==> src/dual_stepper_lift_controller_top_macros.svh <==
// ----------------------------------------------------------------------------
// Dual stepper lift controller - assertion macros
// Shared property wrappers used by the top level checks.
// ----------------------------------------------------------------------------
`ifndef DUAL_STEPPER_LIFT_CONTROLLER_TOP_MACROS_SVH
`define DUAL_STEPPER_LIFT_CONTROLLER_TOP_MACROS_SVH

// Same-cycle implication, disabled while reset is asserted (active low)
`define DSLC_ASSERT_IMPL(name, clk, rst_n, ante, cons) \
  name: assert property (@(posedge clk) disable iff (!(rst_n)) (ante) |-> (cons)) \
    else $error("dslc check failed");

// Next-cycle implication, disabled while reset is asserted (active low)
`define DSLC_ASSERT_NEXT(name, clk, rst_n, ante, cons) \
  name: assert property (@(posedge clk) disable iff (!(rst_n)) (ante) |=> (cons)) \
    else $error("dslc check failed");

`endif

==> src/dslc_pkg.sv <==
// ----------------------------------------------------------------------------
// dslc_pkg
// Types, codes and constants shared by the dual stepper lift controller.
// ----------------------------------------------------------------------------
`default_nettype none

package dslc_pkg;

  // Defaults
  localparam int unsigned POSITION_WIDTH_DEF = 16;
  localparam logic [7:0]  CLEARANCE_RESET    = 8'd10;

  // Register map (word index = paddr[2])
  localparam int unsigned PADDR_WIDTH   = 3;
  localparam logic        REG_CLEARANCE = 1'b0;

  // Command codes
  typedef enum logic [1:0] {
    CMD_TICK = 2'd0,
    CMD_LOAD = 2'd1,
    CMD_HOME = 2'd2
  } cmd_e;

  // Homing phases
  typedef enum logic [2:0] {
    PH_IDLE       = 3'd0,
    PH_DOWN_BOTH  = 3'd1,
    PH_DOWN_LEFT  = 3'd2,
    PH_DOWN_RIGHT = 3'd3,
    PH_UP_BOTH    = 3'd4,
    PH_UP_RIGHT   = 3'd5,
    PH_UP_LEFT    = 3'd6,
    PH_CLEAR      = 3'd7
  } phase_e;

  // One input item
  typedef struct packed {
    logic [1:0]         command;
    logic signed [15:0] new_target;
    logic               estop_active;
    logic               left_endstop_open;
    logic               right_endstop_open;
    logic               left_fault;
    logic               right_fault;
  } item_t;

  // One result item
  typedef struct packed {
    logic               left_step;
    logic               right_step;
    logic               left_dir;
    logic               right_dir;
    logic               drivers_awake;
    logic               moving;
    logic               homing;
    logic signed [15:0] position;
  } result_t;

endpackage

`default_nettype wire

==> src/dslc_apb_regs.sv <==
// ----------------------------------------------------------------------------
// dslc_apb_regs
// APB register file holding the homing clearance step count.
// ----------------------------------------------------------------------------
`default_nettype none

module dslc_apb_regs (
  input  wire logic                               clk_i,
  input  wire logic                               rst_ni,
  input  wire logic                               psel,
  input  wire logic                               penable,
  input  wire logic                               pwrite,
  input  wire logic [dslc_pkg::PADDR_WIDTH-1:0]   paddr,
  input  wire logic [31:0]                        pwdata,
  output logic [31:0]                             prdata,
  output logic                                    pready,
  output logic [7:0]                              clearance_steps_o
);
  import dslc_pkg::*;

  logic [7:0] clearance_q;
  logic [7:0] clearance_d;
  logic       wr_en;

  assign pready = 1'b1;
  assign wr_en  = psel && penable && pwrite && pready;

  // Write decode
  always_comb begin
    clearance_d = clearance_q;
    if (wr_en && (paddr[2] == REG_CLEARANCE)) begin
      clearance_d = pwdata[7:0];
    end
  end

  always_ff @(posedge clk_i or negedge rst_ni) begin
    if (!rst_ni) begin
      clearance_q <= CLEARANCE_RESET;
    end else begin
      clearance_q <= clearance_d;
    end
  end

  // Read mux; low address bits are ignored
  always_comb begin
    prdata = 32'd0;
    if (paddr[2] == REG_CLEARANCE) begin
      prdata = {24'd0, clearance_q};
    end
  end

  assign clearance_steps_o = clearance_q;

endmodule

`default_nettype wire

==> src/dslc_step_core.sv <==
// ----------------------------------------------------------------------------
// dslc_step_core
// Lift state (position, target, homing phase, clearance count, wake flag)
// and the single-pass logic that applies one item to it.
// ----------------------------------------------------------------------------
`default_nettype none

module dslc_step_core #(
  parameter int unsigned POSITION_WIDTH = dslc_pkg::POSITION_WIDTH_DEF
) (
  input  wire logic             clk_i,
  input  wire logic             rst_ni,
  input  wire logic             fire_i,
  input  wire dslc_pkg::item_t  item_i,
  input  wire logic [7:0]       clearance_steps_i,
  output dslc_pkg::result_t     result_o
);
  import dslc_pkg::*;

  phase_e                    phase_q, phase_d;
  logic [7:0]                clear_q, clear_d;
  logic [POSITION_WIDTH-1:0] pos_q, pos_d;
  logic [POSITION_WIDTH-1:0] tgt_q, tgt_d;
  logic                      awake_q, awake_d;

  logic                      is_tick;
  logic                      go;
  logic                      h_ls, h_rs, h_ld, h_rd;
  logic                      p_ls, p_ld, moving;
  logic signed [31:0]        tgt_sx;
  logic [31:0]               pos_zx;
  logic                      at_target;
  logic                      tgt_above;

  assign is_tick = (item_i.command == CMD_TICK);

  // Homing phase outputs: step/dir while the phase condition holds
  always_comb begin
    go   = 1'b0;
    h_ls = 1'b0;
    h_rs = 1'b0;
    h_ld = 1'b0;
    h_rd = 1'b0;
    case (phase_q)
      PH_DOWN_BOTH: begin
        go   = item_i.left_endstop_open && item_i.right_endstop_open;
        h_ls = go;
        h_rs = go;
      end
      PH_DOWN_LEFT: begin
        go   = item_i.left_endstop_open;
        h_ls = go;
      end
      PH_DOWN_RIGHT: begin
        go   = item_i.right_endstop_open;
        h_rs = go;
      end
      PH_UP_BOTH: begin
        go   = !item_i.left_endstop_open && !item_i.right_endstop_open;
        h_ls = go;
        h_rs = go;
        h_ld = go;
        h_rd = go;
      end
      PH_UP_RIGHT: begin
        go   = !item_i.right_endstop_open;
        h_rs = go;
        h_rd = go;
      end
      PH_UP_LEFT: begin
        go   = !item_i.left_endstop_open;
        h_ls = go;
        h_ld = go;
      end
      PH_CLEAR: begin
        go   = clear_q < clearance_steps_i;
        h_ls = go;
        h_rs = go;
        h_ld = go;
        h_rd = go;
      end
      default: begin
        go = 1'b0;
      end
    endcase
  end

  // Homing phase next state
  always_comb begin
    phase_d = phase_q;
    case (item_i.command)
      CMD_HOME: begin
        if (!item_i.estop_active) begin
          phase_d = PH_DOWN_BOTH;
        end
      end
      CMD_TICK: begin
        if ((phase_q != PH_IDLE) && !go) begin
          phase_d = (phase_q == PH_CLEAR) ? PH_IDLE : phase_e'(phase_q + 3'd1);
        end
      end
      default: begin
        phase_d = phase_q;
      end
    endcase
  end

  // Positioning compare
  assign at_target = (pos_q == tgt_q);
  assign tgt_above = ($signed(tgt_q) > $signed(pos_q));

  // New target: sign-extend the field, then wrap to the position width
  assign tgt_sx = 32'(item_i.new_target);

  // Datapath next state
  always_comb begin
    pos_d   = pos_q;
    tgt_d   = tgt_q;
    clear_d = clear_q;
    awake_d = awake_q;
    p_ls    = 1'b0;
    p_ld    = 1'b0;
    moving  = 1'b0;
    case (item_i.command)
      CMD_LOAD: begin
        if (phase_q == PH_IDLE) begin
          tgt_d = tgt_sx[POSITION_WIDTH-1:0];
        end
      end
      CMD_HOME: begin
        if (!item_i.estop_active) begin
          awake_d = 1'b1;
          clear_d = 8'd0;
        end
      end
      CMD_TICK: begin
        if (phase_q != PH_IDLE) begin
          if (phase_q == PH_CLEAR) begin
            if (go) begin
              clear_d = clear_q + 8'd1;
            end else begin
              pos_d = '0;
              tgt_d = '0;
            end
          end
        end else if (item_i.estop_active || at_target) begin
          awake_d = 1'b0;
        end else begin
          if (item_i.left_fault || item_i.right_fault) begin
            awake_d = 1'b1;
          end
          p_ls   = 1'b1;
          moving = 1'b1;
          if (tgt_above) begin
            p_ld  = 1'b1;
            pos_d = pos_q + POSITION_WIDTH'(1);
          end else begin
            pos_d = pos_q - POSITION_WIDTH'(1);
          end
        end
      end
      default: begin
        pos_d = pos_q;
      end
    endcase
  end

  // State registers
  always_ff @(posedge clk_i or negedge rst_ni) begin
    if (!rst_ni) begin
      phase_q <= PH_IDLE;
      clear_q <= 8'd0;
      pos_q   <= '0;
      tgt_q   <= '0;
      awake_q <= 1'b0;
    end else if (fire_i) begin
      phase_q <= phase_d;
      clear_q <= clear_d;
      pos_q   <= pos_d;
      tgt_q   <= tgt_d;
      awake_q <= awake_d;
    end
  end

  // Result: low 16 bits of the updated position
  assign pos_zx = 32'(pos_d);

  always_comb begin
    result_o.left_step     = is_tick && ((phase_q != PH_IDLE) ? h_ls : p_ls);
    result_o.right_step    = is_tick && ((phase_q != PH_IDLE) ? h_rs : p_ls);
    result_o.left_dir      = is_tick && ((phase_q != PH_IDLE) ? h_ld : p_ld);
    result_o.right_dir     = is_tick && ((phase_q != PH_IDLE) ? h_rd : p_ld);
    result_o.drivers_awake = awake_d;
    result_o.moving        = moving;
    result_o.homing        = (phase_d != PH_IDLE);
    result_o.position      = pos_zx[15:0];
  end

endmodule

`default_nettype wire

==> src/dual_stepper_lift_controller_top.sv <==
// ----------------------------------------------------------------------------
// dual_stepper_lift_controller_top
// Two-motor lift positioning with seven-phase endstop homing.
// ----------------------------------------------------------------------------
//  channel  | handshake                | payload
//  ---------+--------------------------+---------------------------------------
//  in       | in_valid_i / in_ready_o  | command, new_target, estop, endstops,
//           |                          | faults
//  out      | out_valid_o / out_ready_i| step, dir, awake, moving, homing, pos
//  cfg      | APB psel/penable/pwrite  | clearance_steps at byte address 0
//
// One item per clock unless the output stalls; items pass the input register,
// then the result register; state is updated as an item enters the latter.
// Reset clears position, target, phase, count and wake flag; clearance = 10.
// A stalled output holds its result while the input register still takes
// one more item; in_ready_o drops only when both registers are full.
// ----------------------------------------------------------------------------
`default_nettype none

`include "dual_stepper_lift_controller_top_macros.svh"

module dual_stepper_lift_controller_top #(
  parameter int unsigned POSITION_WIDTH = dslc_pkg::POSITION_WIDTH_DEF
) (
  input  wire logic                              clk_i,
  input  wire logic                              rst_ni,
  // input channel
  input  wire logic                              in_valid_i,
  output logic                                   in_ready_o,
  input  wire logic [1:0]                        command_i,
  input  wire logic signed [15:0]                new_target_i,
  input  wire logic                              estop_active_i,
  input  wire logic                              left_endstop_open_i,
  input  wire logic                              right_endstop_open_i,
  input  wire logic                              left_fault_i,
  input  wire logic                              right_fault_i,
  // output channel
  output logic                                   out_valid_o,
  input  wire logic                              out_ready_i,
  output logic                                   left_step_o,
  output logic                                   right_step_o,
  output logic                                   left_dir_o,
  output logic                                   right_dir_o,
  output logic                                   drivers_awake_o,
  output logic                                   moving_o,
  output logic                                   homing_o,
  output logic signed [15:0]                     position_o,
  // configuration
  input  wire logic                              psel,
  input  wire logic                              penable,
  input  wire logic                              pwrite,
  input  wire logic [dslc_pkg::PADDR_WIDTH-1:0]  paddr,
  input  wire logic [31:0]                       pwdata,
  output logic [31:0]                            prdata,
  output logic                                   pready
);
  import dslc_pkg::*;

  logic       in_valid_q;
  item_t      in_item_q;
  logic       out_valid_q;
  result_t    out_res_q;
  result_t    core_res;
  logic       advance;
  logic [7:0] clearance_steps;

  // Config registers
  dslc_apb_regs u_regs (
    .clk_i             (clk_i),
    .rst_ni            (rst_ni),
    .psel              (psel),
    .penable           (penable),
    .pwrite            (pwrite),
    .paddr             (paddr),
    .pwdata            (pwdata),
    .prdata            (prdata),
    .pready            (pready),
    .clearance_steps_o (clearance_steps)
  );

  // Pipeline control: move when the result register is free or drains
  assign advance    = in_valid_q && (!out_valid_q || out_ready_i);
  assign in_ready_o = !in_valid_q || advance;

  // Input register
  always_ff @(posedge clk_i or negedge rst_ni) begin
    if (!rst_ni) begin
      in_valid_q <= 1'b0;
    end else if (in_ready_o) begin
      in_valid_q <= in_valid_i;
    end
  end

  always_ff @(posedge clk_i) begin
    if (in_ready_o && in_valid_i) begin
      in_item_q.command            <= command_i;
      in_item_q.new_target         <= new_target_i;
      in_item_q.estop_active       <= estop_active_i;
      in_item_q.left_endstop_open  <= left_endstop_open_i;
      in_item_q.right_endstop_open <= right_endstop_open_i;
      in_item_q.left_fault         <= left_fault_i;
      in_item_q.right_fault        <= right_fault_i;
    end
  end

  // Lift state and per-item logic
  dslc_step_core #(
    .POSITION_WIDTH (POSITION_WIDTH)
  ) u_core (
    .clk_i             (clk_i),
    .rst_ni            (rst_ni),
    .fire_i            (advance),
    .item_i            (in_item_q),
    .clearance_steps_i (clearance_steps),
    .result_o          (core_res)
  );

  // Result register
  always_ff @(posedge clk_i or negedge rst_ni) begin
    if (!rst_ni) begin
      out_valid_q <= 1'b0;
    end else if (advance) begin
      out_valid_q <= 1'b1;
    end else if (out_ready_i) begin
      out_valid_q <= 1'b0;
    end
  end

  always_ff @(posedge clk_i) begin
    if (advance) begin
      out_res_q <= core_res;
    end
  end

  assign out_valid_o     = out_valid_q;
  assign left_step_o     = out_res_q.left_step;
  assign right_step_o    = out_res_q.right_step;
  assign left_dir_o      = out_res_q.left_dir;
  assign right_dir_o     = out_res_q.right_dir;
  assign drivers_awake_o = out_res_q.drivers_awake;
  assign moving_o        = out_res_q.moving;
  assign homing_o        = out_res_q.homing;
  assign position_o      = out_res_q.position;

  // Checks
  `DSLC_ASSERT_IMPL(a_stall_only_when_full, clk_i, rst_ni, !in_ready_o, in_valid_q && out_valid_q && !out_ready_i)
  `DSLC_ASSERT_IMPL(a_move_not_homing, clk_i, rst_ni, out_valid_o && moving_o, !homing_o && left_step_o && right_step_o)
  `DSLC_ASSERT_IMPL(a_dir_needs_step, clk_i, rst_ni, out_valid_o && (left_dir_o || right_dir_o), (left_step_o || !left_dir_o) && (right_step_o || !right_dir_o))
  `DSLC_ASSERT_NEXT(a_transfer_loads_result, clk_i, rst_ni, advance, out_valid_o)

endmodule

`default_nettype wire
==> config.mk <==
export PLATFORM = sky130hd
export DESIGN_NAME = dual_stepper_lift_controller_top
export DESIGN_NICKNAME = d
export VERILOG_FILES = /design/src/dslc_pkg.sv /design/src/dslc_apb_regs.sv /design/src/dslc_step_core.sv /design/src/dual_stepper_lift_controller_top.sv
export VERILOG_INCLUDE_DIRS = /design/src /design/src/src
export SDC_FILE = /design/constraint.sdc
export NUM_CORES = 1
export LEC_CHECK = 0
export BUFFER_PORTS_ARGS = -buffer_cell sky130_fd_sc_hd__buf_4
export CAP_MARGIN = 0
export CORE_UTILIZATION = 45
export CTS_CLUSTER_DIAMETER = 50
export DETAILED_ROUTE_END_ITERATION = 12
export PLACE_DENSITY = 0.82
export SYNTH_ARGS = -nofsm -noshare
export SYNTH_HDL_FRONTEND = slang
export SYNTH_SLANG_ARGS = --single-unit
==> constraint.sdc <==
create_clock -name clk_i -period 4.52 [get_ports clk_i]
set_input_delay 0.452 -clock clk_i [delete_from_list [all_inputs] [get_ports clk_i]]
set_output_delay 0.452 -clock clk_i [all_outputs]
set_load 0.1 [all_outputs]
**After elaboration in Yosys (flattened, before gate mapping)**

Cells that the tools add are included.

- $add $sub $neg: 4
- $mul: 0
- Div/mod/pow operators: 0
- Order comparisons: 2
- Equality and inequality tests: 16
- Shifts and indexed selects: 0
- Multiplexer cells: 42
- Bitwise logic cells: 2
- Reductions and logical operators: 31

Operators with widths:

| kind | number |
|---|---|
| two-way mux 16 bit | 10 |
| two-way mux 8 bit | 5 |
| case mux 16 bit (2 select lines) | 1 |
| adder 16 x 1 -> 16 bit (second input constant) | 1 |
| == test 16 bit | 1 |
| > comparator 16 bit | 1 |
| case mux 8 bit (2 select lines) | 1 |
| subtractor 16 x 1 -> 16 bit (second input constant) | 1 |
| two-way mux 1 bit | 15 |
| == test 3 bit (second input constant) | 4 |
| logical AND 1 bit | 12 |
| AND reduction 6 bit | 2 |
| != test 2 bit (second input constant) | 5 |
| case mux 1 bit (5 select lines) | 2 |
| two-way mux 3 bit | 3 |
| adder 8 x 1 -> 8 bit (second input constant) | 1 |
| less-than comparator 8 bit | 1 |
| case mux 1 bit (7 select lines) | 1 |
| == test 3 x 2 -> 1 bit (second input constant) | 2 |
| case mux 1 bit (3 select lines) | 2 |
| case mux 3 bit (2 select lines) | 1 |
| nonzero test 2 bit | 3 |
| nonzero test 3 bit | 2 |
| zero test 1 bit | 5 |
| other kinds (11) | 15 |

- Register bits: 100
- Bits in latches: 0
- Memory bits (writable): 0
- Bits in read-only memories: 0
- Input bits: 65
- Output and inout port bits: 58
- Word-level logic and storage cells: 120
- Memories: 0

**Depth between registers and ports, before layout**

Gate-level depths: netlist of run 1.

- Depth in word-level cells: 8
- Mapped depth: 18
- Mapped depth without buffers: 18

**Hierarchy**

Synthesis of run 1 repeated with hierarchy kept, for this count alone.

- Cells, all modules: 536
- Area total of the unflattened synthesis: 5909.4 µm²

Modules (own cells, without submodules):

| module | instances | cells each | area each (µm²) | sequential area each (µm²) |
|---|---|---|---|---|
| dslc_step_core | 1 | 430 | 3842.4 | 1101.1 |
| dual_stepper_lift_controller_top | 1 | 54 | 1485.2 | 1431.4 |
| dslc_apb_regs | 1 | 52 | 581.8 | 202.7 |

**Least setup slack after synthesis of run 1**

OpenSTA, ideal clock, no wires.

- Kind: flip-flop to flip-flop
- From: register u_core.pos_q[5]
- To: register out_res_q, in the netlist position_o[15] (data pin)
- Library setup time: 0.273 ns
- Arrival: 3.955 ns
- Required time: 4.247 ns
- Path slack: 0.292 ns
- Stages on the path, launching flop included: 18
- Buffers on the path: 0
- Clock period less this slack: 4.228 ns
- Cells stage by stage: dfrtp_1 inv_1 ha_1 a211oi_1 nor2_1 o41ai_1 mux2i_1 nor2_1 inv_1 ha_1 a211oi_1 o21ai_0 nand4_1 a21oi_1 o41ai_1 o21ai_0 a21oi_1 o221ai_1

RTL lines:

| element | line | text |
|---|---|---|
| from (decl) | dslc_step_core.sv:22 | `logic [POSITION_WIDTH-1:0] pos_q, pos_d;` |
| from (signal assigned) | dslc_step_core.sv:179 | `pos_q <= pos_d;` |
| to (signal assigned) | dual_stepper_lift_controller_top.sv:131 | `out_res_q <= core_res;` |
| to (decl) | dual_stepper_lift_controller_top.sv:62 | `result_t out_res_q;` |

==> results of run 1 <==
==> flip-flops by register name, indices dropped and copies added, names as in the netlist <==
| name | count |
|---|---|
| u_core.awake_q | 1 |
| left_dir_o | 1 |
| drivers_awake_o | 1 |
| homing_o | 1 |
| left_step_o | 1 |
| u_core.clear_q | 8 |
| u_core.pos_q | 16 |
| u_core.phase_q | 3 |
| position_o | 16 |
| u_regs.clearance_steps_o | 8 |
| out_valid_o | 1 |
| right_dir_o | 1 |
| moving_o | 1 |
| right_step_o | 1 |
| u_core.tgt_q | 16 |
| in_valid_q | 1 |
| in_item_q | 23 |
==> stage by stage <==
step	worst slack (ns)	cell area, µm²	power, mW
after floorplan	0.2920	5767	3.277
after global placement	0.1278	6331	3.698
after detailed placement	0.02323	6331	3.834
after CTS	0.1043	6651	4.670
after global routing	0.006027	6676	5.031
final	0.2094	6676	4.731
==> metal layers <==
metal | wire length [µm] | vias up
met3 | 743 | 24
met1 | 5597 | 2155
met4 | 248 | 0
li1 | - | 2100
met5 | 0 | -
met2 | 5972 | 184
==> kinds of logic after synthesis <==
group,synth area share
AO/OA/AOI/OAI,0.1557
XOR/XNOR,0.02930
adder cells (fa/ha/maj),0.1026
buffers and inverters,0.06850
flip-flops,0.4815
multiplexers,0.02335
other,0.001322
AND/OR/NAND/NOR,0.1377
==> cell usage after synthesis, drive strengths merged (14+ instances only) <==
cell type	instances	area share
ha	45	0.099
nor2	43	0.028
a22o	17	0.026
nand2	57	0.038
edfxtp	46	0.24
nand3	14	0.012
a21oi	27	0.026
o21ai	30	0.026
buf	29	0.037
dfrtp	52	0.23
inv	37	0.024
==> placed cells by master (no fill, tap or decap), drive strengths merged, types with 3 or more instances in the layout <==
cell	n
a211oi	4
o21ai	30
a31oi	5
nand3	14
a21oi	27
xnor2	6
o2bb2ai	6
nor2	43
nand4	8
a22o	17
o21bai	3
inv	38
a21o	5
nor3	13
o211ai	3
and2	4
edfxtp	46
dfrtp	52
ha	45
nand2	57
clkbuf	12
mux2	10
o22ai	10
xor2	13
nand2b	6
or2	4
conb	25
and3	5
buf	80
nor2b	4
==> critical path: stages (launching register included) <==
cell and delay [ns]:
dfrtp_1 0.41, inv_1 0.13, ha_1 0.26, a211oi_1 0.25, nor2_1 0.09, o41ai_1 0.38
mux2i_1 0.34, nor2_2 0.09, inv_2 0.17, ha_1 0.27, o21ai_0 0.17, o21ai_1 0.21
nand4_1 0.18, a21oi_2 0.22, o41ai_2 0.08, buf_4 0.15, or3_1 0.34, a21oi_1 0.15
o221ai_1 0.13
==> path summary, 6_finish.rpt <==
kind	cells past startpoint	end	start	slack [ns]
max	18	position_o[15]	u_core.pos_q[5]	0.21
min	1	u_regs.clearance_steps_o[7]	rst_ni	0.17
max reg2reg	18	position_o[15]	u_core.pos_q[5]	0.21
min reg2reg	1	u_core.tgt_q[4]	in_item_q[9]	0.47
max in group asynchronous	1	u_core.pos_q[9]	rst_ni	3.90
min in group clk_i	1	in_item_q[13]	new_target_i[8]	0.28
==> final cells by class <==
| type | instances | area share |
|---|---|---|
| Clock buffer | 12 | 0.03692 |
| Clock inverter | 4 | 0.01106 |
| Inverter | 38 | 0.02136 |
| Multi-Input combinational cell | 400 | 0.3996 |
| Sequential cell | 100 | 0.4097 |
| Tap cell | 168 | 0.03148 |
| Timing Repair Buffer | 80 | 0.08996 |
==> report_power, final <==
part | switching (mW) | total, mW | internal [mW]
Clock | 0.327 | 0.829 | 0.502
Combinational | 1.63 | 2.52 | 0.884
Sequential | 0.177 | 1.39 | 1.21
==> out/metrics.yaml, run 1 <==
global_routing:
  grt-ovfl-total: 0
  antenna_found_initial: 0
  grt_max_degree: 55
  grt_use_met2: 0.3329
  grt_pass1_vias: 4263
  met1_usage: 0.2674
  track_usage: 0.2018
  use_met3: 0.03335
  top_usage_layer: "met2"
  grt_pass1_wl_um: 20470
finish:
  multi_input_area_um2: 2668
  stdcell_count: 802
  nFillCells: 1045
  fin_nets: 740
  drive_gt1_frac: 0.1893
  syn_to_final_growth_pct: 17.53
  regArea_um2: 2735
  n_antenna_cell: 0
  utilization: 0.5490
die:
  initial_core_util: 0.4671
  die-area_um2: 13080
  rows: 40
  pin_count: 123
  coreArea_um2: 12160
  die_x_um: 114.4
  dieHeight_um: 114.4
routing:
  post_drt_wl_per_cell_um: 15.66
  routed_wl_um: 12560
  num_vias: 4463
  drt_first_pass_iters: 7
  drc: 0
  antenna_left: 0
  drt-vias-per-instance: 5.565
  dr.first_iter.drc_count: 335
worst_setup_path:
  crit_path_end_kind: "register"
  worstSetupPathType: "register to register"
  worst_ep_required_time_ns: 4.59
  arrival_ns: 4.38
  path_max_fanout: 9
  cp-start-kind: "register"
sta:
  max_slew_margin: 0.2365
  rsz0062_at_grt: "no"
  drv_slew: 0
  period_share: 0.9537
  tns_ns: 0
  tightest_slew_ns: 1.138
  skew_ns: 0.008692
  setup_viol: 0
  max_freq_mhz: 232.0
  min_period_ns: 4.311
  hold_viol: 0
  hold_slack_ns: 0.1659
cts:
  clk_path_buf_depth: 2
  clock-root-buffer: "clkbuf_16"
  clk_latency_ns: 0.34
  numCtsBuffers: 9
  cts.repair.resized: 1
  cts.sinks: 100
  clk_pin_slew_ns: 0.07
  postCtsSetupBuffers: 0
  cts_hold_buf: 0
  cts.htree.levels: 3
  tritoncts: "yes"
pwr:
  p_per_area_nw_per_um2: 708.6
  ir_drop_uv: 228.3
  leakagePower_nw: 3.027
run:
  max_cap_viol_count: 0
synth:
  synth_cells: 553
  synth_edf_count: 46
  synth.cell_area_um2: 5680
  synthArstFlopShare: 0.5400
  synth.distinct_cells: 59
  yosys_warnings: 0
  synth_flop_cell: "dfrtp_1"
  avgSynthCellArea_um2: 10.27
  yosysSeqAreaShare: 0.4815
  ys_seq_elements: 100
placement:
  io_buffers: 71
  dpl.hpwl_um: 9432
  globalplace.congestion: 0.9008
  dpl.cell_count: 786
status:
  run_status: "complete, no violations"
worst_hold_path:
  min_path_type: "primary input to asynchronous set/reset pin"
Power figures use the tool's default switching activity.
==> inputs of run 2 (changes only) <==
--- a/config.mk
+++ b/config.mk
@@ -7,4 +7,5 @@
 export NUM_CORES = 1
 export LEC_CHECK = 0
+export ABC_CLOCK_PERIOD_IN_PS = 4520
 export BUFFER_PORTS_ARGS = -buffer_cell sky130_fd_sc_hd__buf_4
 export CAP_MARGIN = 0
@@ -12,6 +13,7 @@
 export CTS_CLUSTER_DIAMETER = 50
 export DETAILED_ROUTE_END_ITERATION = 12
-export PLACE_DENSITY = 0.82
+export PLACE_DENSITY = 0.81
 export SYNTH_ARGS = -nofsm -noshare
 export SYNTH_HDL_FRONTEND = slang
+export SYNTH_HIERARCHICAL = 1
 export SYNTH_SLANG_ARGS = --single-unit
==> constraint.sdc (replaced) <==
create_clock -name clk_i -period 4.52 [get_ports clk_i]
set_input_delay 0.452 -clock clk_i [delete_from_list [all_inputs] [get_ports clk_i]]
set_output_delay 0.452 -clock clk_i [all_outputs]
set_load 0.01 [all_outputs]
==> run 2 against run 1 <==
  * Utilization fell by 1.3 points
  * Routed wire length decreased by 1.2%
  * Cell count shrank 2.5%
  * Clock power is 4.6% lower
  * Sequential power is essentially flat
  * Die area up 4.0%
==> out/metrics.yaml, run 2 <==
worst_setup_path:
  worstSetupPathType: "register to register"
  cp-startpoint: "u_core/pos_q[1]"
  cp-start-kind: "register"
  crit_path_end_kind: "register"
  path_max_fanout: 9  # unchanged
  timing.rr.start: "u_core/pos_q[1]"
  arrival_ns: 4.27  # -0.11 ns
  worst_ep_required_time_ns: 4.58  # about the same
cts:
  numCtsBuffers: 9  # unchanged
  clk_latency_ns: 0.35  # about the same
  clk_pin_slew_ns: 0.07  # about the same
  clk_path_buf_depth: 2  # unchanged
  cts.htree.levels: 3  # unchanged
  tritoncts: "yes"
  cts.sinks: 100  # unchanged
  clock-root-buffer: "clkbuf_16"
finish:
  drive_gt1_frac: 0.2180  # +0.02876
  final_area_um2: 6822  # +2.2%
  multi_input_area_um2: 2864  # +7.4%
  final_common_cell: "buf_4"
  fin_nets: 716  # -3.2%
  largest_reg_flops: 23  # unchanged
  stdcell_count: 782  # -2.5%
  top_register: "in_item_q"
  regArea_um2: 2735  # unchanged
  nFillCells: 1101  # +5.4%
  n_antenna_cell: 0  # unchanged
  syn_to_final_growth_pct: 15.44
  utilization: 0.5362  # -0.01278
  mostFrequentLayoutCells: "buf_4 (75), dfrtp_1 (52), edfxtp_1 (46), ha_1 (45)"
worst_hold_path:
  min_path_type: "primary input to asynchronous set/reset pin"
placement:
  pre_cts_ws_ns: 0.3198  # +0.2966 ns
  dpl_cell_area_um2: 6506  # +2.8%
  dpl.cell_count: 766  # -2.5%
  io_buffers: 71  # unchanged
  globalplace.congestion: 0.8644  # -4.0%
  dpl.hpwl_um: 8912  # -5.5%
sta:
  drv_slew: 0  # unchanged
  min_period_ns: 4.211  # -0.09932 ns
  setup_viol: 0  # unchanged
  max_slew_margin: 0.5184  # +0.2818
  skew_ns: 0.008710  # +0.00001785 ns
  tns_ns: 0  # unchanged
  max_freq_mhz: 237.5  # +2.4%
  rsz0062_at_grt: "no"
  finalWorstSetupSlack_ns: 0.3087  # +0.09932 ns
  tightest_slew_ns: 0.7225  # -0.4159 ns
  period_share: 0.9317  # -0.02197
  hold_viol: 0  # unchanged
synth:
  yosysTopAreaCell: "edfxtp_1"
  synth_edf_count: 46  # unchanged
  yosysSeqAreaShare: 0.4628  # -0.01866
  synthArstFlopShare: 0.5400  # unchanged
  ys_top_cells_by_count: "dfrtp_1 (52), edfxtp_1 (46), ha_1 (45)"
  yosys.area.top_type_share: 0.2337  # -0.009422
  ys_seq_elements: 100  # unchanged
  synth_flop_cell: "dfrtp_1"
  synth.most_common_cell: "dfrtp_1"
  synth.distinct_cells: 70  # +19%
  yosys_warnings: 6  # +6
  synth_cells: 536  # -3.1%
  synth_area_leaders: "edfxtp_1 (23%), dfrtp_1 (22%), ha_1 (9.5%)"
  avgSynthCellArea_um2: 11.03  # +7.3%
  synth.cell_area_um2: 5909  # +4.0%
pwr:
  clkPwrFrac: 0.151  # -0.024
  leakagePower_nw: 3.047  # +0.67%
  ir_drop_uv: 331.2  # +45%
  combPwrFrac: 0.577  # +0.045
  p_sw_frac: 0.4274  # -0.02391
  internal_power_mw: 3.001  # +16%
  switching_power_mw: 2.240  # +4.9%
  p_per_area_nw_per_um2: 768.2  # +8.4%
  p_seq_frac: 0.272  # -0.021
die:
  pin_count: 123  # unchanged
  die_x_um: 116.6  # +2.0%
  rows: 41  # +2.5%
  initial_core_util: 0.4645  # -0.002582
  coreArea_um2: 12720  # +4.6%
  dieHeight_um: 116.6  # +2.0%
  die-area_um2: 13590  # +4.0%
global_routing:
  use_met3: 0.03529  # +0.001937
  track_usage: 0.1918  # -0.01001
  met1_usage: 0.2615  # -0.005903
  antenna_found_initial: 0  # unchanged
  grt_max_degree: 55  # unchanged
  grt-ovfl-total: 0  # unchanged
  top_usage_layer: "met2"
  grt_pass1_wl_um: 19980  # -2.4%
  grt_use_met2: 0.3077  # -0.02524
  grt_pass1_vias: 4083  # -4.2%
routing:
  drc: 0  # unchanged
  drt_first_pass_iters: 5  # -2
  post_drt_wl_per_cell_um: 15.86  # +1.3%
  dr.first_iter.drc_count: 248  # -26%
  num_vias: 4307  # -3.5%
  antenna_left: 0  # unchanged
  drt-vias-per-instance: 5.508  # -1.0%
  routed_wl_um: 12410  # -1.2%
run:
  max_cap_viol_count: 0  # unchanged
status:
  run_status: "complete, no violations"
[run 2: changes by cell type in the layout (fill, tap and decap cells not counted), sizes merged, moves of 9 or more]
cell	delta
nor2	-22
o22ai	-10
xor2	-13
a22o	+19
nand2b	+10
and2b	+9
nand2	-25
[run 2: cells by family (layout without fill, tap and decap cells)]
kind of cell | after synthesis | after routing | synth area share
AO/OA/AOI/OAI | 150 | 150 | 0.1857
XOR/XNOR | 12 | 12 | 0.01779
adder cells (fa/ha/maj) | 46 | 46 | 0.09867
buffers and inverters | 76 | 127 | 0.06818
flip-flops | 100 | 100 | 0.4628
multiplexers | 18 | 18 | 0.03240
other | 2 | 25 | 0.001271
AND/OR/NAND/NOR | 132 | 132 | 0.1332
[run 2: routing by layer]
metal | up-vias | share of wire
li1 | 2070 | -
met1 | 2062 | 0.46
met2 | 165 | 0.47
met3 | 10 | 0.064
met4 | 0 | 0.0099
met5 | - | 0
[run 2: what timing repair did]
item | CTS | global route
resized for setup | 0 | 1
endpoints found under the setup margin | 0 | 1
hold endpoints to repair | 0 | 0
hold buffers | 0 | 0
setup buffers | 0 | 0
[run 2: final timing paths]
kind / to / slack, ns / depth (start not counted)
max in group asynchronous: in_valid_q / 3.88 / 1
min in group clk_i: in_item_q[22] / 0.28 / 1
worst min-delay path: u_core/pos_q[3] / 0.15 / 1
worst min register to register: u_core/tgt_q[4] / 0.47 / 1
worst max-delay path: position_o[12] / 0.31 / 18
worst max register to register: position_o[12] / 0.31 / 18
[run 2: power groups by stage]
| stage | registers [mW] | clock network, mW | logic (mW) |
|---|---|---|---|
| after floorplan | 1.39 | 0 | 2.31 |
| after global placement | 1.43 | 0 | 2.86 |
| after detailed placement | 1.44 | 0 | 2.96 |
| after CTS | 1.42 | 0.812 | 2.99 |
| after global routing | 1.46 | 0.852 | 3.34 |
| final | 1.42 | 0.791 | 3.03 |
[run 2: worst max-delay path, stage by stage, from the launching register on]
cell,delay [ns]
dfrtp_1,0.36
inv_1,0.07
ha_1,0.30
nor2b_1,0.13
o211ai_1,0.21
a2111oi_2,0.10
a211oi_1,0.26
mux2_2,0.39
nand2b_2,0.21
inv_2,0.10
fa_1,0.43
nor2b_1,0.15
o21a_1,0.13
o21ai_0,0.10
a21oi_1,0.38
a221oi_2,0.14
buf_4,0.17
mux2i_1,0.13
nand3_1,0.15
[run 2: area by class of cell]
cell class | instances | area share
timing repair buffer | 75 | 0.08254
clock buffer | 9 | 0.03302
sequential | 100 | 0.4010
tap | 172 | 0.03155
inverter | 36 | 0.01981
clock inverter | 7 | 0.01229
multi-input combinational | 383 | 0.4198
[run 2: per-stage QoR]
step / hold slack [ns] / total power [mW]
global route: 0.2153 / 5.645
finish: 0.1527 / 5.240
global placement: 0.4555 / 4.290
detailed placement: 0.4586 / 4.392
CTS: 0.1832 / 5.220
floorplan: 0.1564 / 3.699
==> inputs of run 3 (changes only) <==
CELL_PAD_IN_SITES_DETAIL_PLACEMENT = 0   (was not set)
CELL_PAD_IN_SITES_GLOBAL_PLACEMENT = 2   (was not set)
CORE_UTILIZATION = 32   (was 45)
GPL_TIMING_DRIVEN = 0   (was not set)
PLACE_DENSITY = 0.88   (was 0.81)
==> run 3 against run 2 <==
  * Die area increased by 40%
  * Sequential power about the same
  * Register-to-register slack got worse by 0.11 ns
  * Utilization decreased by 14 points
  * Sequential share of layout area decreased by 1.6 points
  * Via count increased by 0.72%
  * Combinational power increased by 2%
  * Critical endpoint is now position_o[13]
  * Highest routed layer unchanged
==> out/metrics.yaml, run 3 (same netlist as run 2, synthesis figures left out) <==
pwr:
  p_seq_frac: 0.271  # about the same
  combPwrFrac: 0.593  # +0.016
  switching_power_mw: 2.280  # +1.8%
  clkPwrFrac: 0.136  # -0.015
  leakagePower_nw: 3.190  # +4.7%
  ir_drop_uv: 320.5  # -3.2%
  p_per_area_nw_per_um2: 735.9  # -4.2%
  p_sw_frac: 0.4357  # +0.008321
  power_mw: 5.232  # -0.15%
  internal_power_mw: 2.952  # -1.6%
die:
  dieHeight_um: 137.9  # +18%
  die-area_um2: 19020  # +40%
  rows: 49  # +20%
  initial_core_util: 0.3278  # -0.1366
  pin_count: 123  # unchanged
  coreArea_um2: 18020  # +42%
  die_x_um: 137.9  # +18%
sta:
  period_share: 0.9571  # +0.02540
  max_freq_mhz: 231.2  # -2.7%
  skew_ns: 0.007305  # -0.001405 ns
  max_slew_margin: 0.4816  # -0.03677
  drv_slew: 0  # unchanged
  setup_viol: 0  # unchanged
  tightest_slew_ns: 0.7776  # +0.05515 ns
  min_period_ns: 4.326  # +0.1148 ns
  hold_viol: 0  # unchanged
  rsz0062_at_grt: "no"
cts:
  cts.sinks: 100  # unchanged
  cts.htree.levels: 3  # unchanged
  clock-root-buffer: "clkbuf_16"
  tritoncts: "yes"
  numCtsBuffers: 9  # unchanged
  clk_path_buf_depth: 2  # unchanged
  clk_pin_slew_ns: 0.07  # about the same
  cts_hold_buf: 0  # unchanged
  cts.repair.resized: 1  # +1
  clk_latency_ns: 0.35  # about the same
  postCtsSetupBuffers: 0  # unchanged
finish:
  largest_reg_flops: 23  # unchanged
  fin_nets: 751  # +4.9%
  utilization: 0.3945  # -0.1417
  regArea_um2: 2735  # unchanged
  nFillCells: 1808  # +64%
  final_common_cell: "buf_4"
  stdcell_count: 874  # +12%
  n_antenna_cell: 0  # unchanged
  top_register: "in_item_q"
  drive_gt1_frac: 0.2543  # +0.03623
  multi_input_area_um2: 2889  # +0.87%
  syn_to_final_growth_pct: 20.33
  mostFrequentLayoutCells: "buf_4 (99), dfrtp_1 (52), edfxtp_1 (46), ha_1 (45)"
routing:
  antenna_left: 0  # unchanged
  routed_wl_um: 13480  # +8.6%
  dr.first_iter.drc_count: 246  # -0.81%
  post_drt_wl_per_cell_um: 15.42  # -2.8%
  drt_first_pass_iters: 5  # unchanged
  num_vias: 4338  # +0.72%
  drt-vias-per-instance: 4.963  # -9.9%
  drc: 0  # unchanged
worst_setup_path:
  arrival_ns: 4.44  # +0.17 ns
  cp-start-kind: "register"
  crit_chain: "inv_1 > ha_1 > nor2b_1 > o211ai_1 > a2111oi_2 > a211oi_1 > mux2_2 > nand2b_4 > ha_1 > a21o_1 > a311o_1 > o22a_1 > a21oi_1 > o21ai_1 > xnor2_1 > a22o_1"
  critPathBufInv: 1  # -2
  cpLargestDelayFamily: "compound AO/OA/AOI/OAI gates"
  worst_ep_required_time_ns: 4.63  # +0.05 ns
  cpMaxStageDelayCell: "mux2_2"
  cp_slowest_stage_delay_ns: 0.40  # -0.03 ns
  crit_path_end_kind: "register"
  path_max_fanout: 16  # +7
  crit_top_cell: "ha_1"
  worstSetupPathType: "register to register"
placement:
  dpl.cell_count: 859  # +12%
  globalplace.congestion: 0.8734  # +1.0%
  io_buffers: 71  # unchanged
  dpl.hpwl_um: 10030  # +13%
global_routing:
  antenna_found_initial: 0  # unchanged
  grt_pass1_vias: 4342  # +6.3%
  grt-ovfl-total: 0  # unchanged
  grt_pass1_wl_um: 21720  # +8.7%
  grt_max_degree: 55  # unchanged
  track_usage: 0.1496  # -0.04222
status:
  run_status: "complete, no violations"
worst_hold_path:
  min_path_type: "primary input to asynchronous set/reset pin"
run:
  max_cap_viol_count: 0  # unchanged
-- run 3: cell types whose count changed in the layout (fill, tap and decap cells not counted), sizes merged --
cell	before	now
clkinvlp	1	2
bufinv	1	0
clkbuf	9	14
buf	75	105
inv	38	37
clkinv	3	4
-- run 3: worst paths after layout --
check | slack [ns] | from | cells after the start | to
worst max-delay path | 0.19 | u_core/pos_q[1] | 16 | position_o[13]
worst min-delay path | 0.16 | rst_ni | 1 | u_core/pos_q[9]
worst max register to register | 0.19 | u_core/pos_q[1] | 16 | position_o[13]
worst min register to register | 0.47 | in_item_q[19] | 1 | u_core/tgt_q[14]
max in group asynchronous | 3.87 | rst_ni | 1 | u_regs/clearance_steps_o[2]
min in group clk_i | 0.27 | left_fault_i | 1 | in_item_q[1]
-- run 3: worst reg2reg max path: cells and delay by family, from the launching register on --
| kind | cells | cell delay, ns |
|---|---|---|
| muxes | 1 | 0.40 |
| and+or+nand+nor | 2 | 0.38 |
| buffers and inverters | 1 | 0.21 |
| xor gates and xnor gates | 1 | 0.15 |
| adders and majority gates | 2 | 0.59 |
| DFF | 1 | 0.38 |
| AOI/OAI and AO/OA | 9 | 1.99 |
-- run 3: per-stage QoR --
step                      area [µm²]  setup WS (ns)  setup TNS [ns]  hold slack [ns]
after floorplan                 5996         0.6466               0           0.1564
after global placement          6815        0.02039               0           0.4557
after CTS                       7091        0.04472               0           0.1758
final                           7111         0.1940               0           0.1628
after detailed placement        6817       -0.05911        -0.05911           0.4596
after global routing            7111      0.0009308               0           0.2114
-- run 3: power by group through the flow --
stage | combinational, mW | clock, mW | sequential, mW
after floorplan | 2.31 | 0 | 1.39
after global placement | 2.92 | 0 | 1.43
after detailed placement | 3.00 | 0 | 1.43
after CTS | 3.04 | 0.741 | 1.42
after global routing | 3.49 | 0.774 | 1.45
final | 3.10 | 0.712 | 1.42
-- run 3: final cells by class --
cell class,instances,share of cell area
plain buffers,39,0.03713
multi-input cells,383,0.4063
flip-flops and latches,100,0.3847
inverters,36,0.01900
clock inverters,7,0.005983
well taps,229,0.04030
repair buffers,71,0.07496
clock buffers,9,0.03167
-- run 3: routing by layer --
| metal | up-vias | global-route usage | routed length (µm) |
|---|---|---|---|
| met5 | - | 0 | 0 |
| met4 | 0 | 0.05857 | 173 |
| met3 | 12 | 0.02376 | 463 |
| met2 | 86 | 0.2386 | 6358 |
| met1 | 2095 | 0.2023 | 6480 |
| li1 | 2145 | - | - |
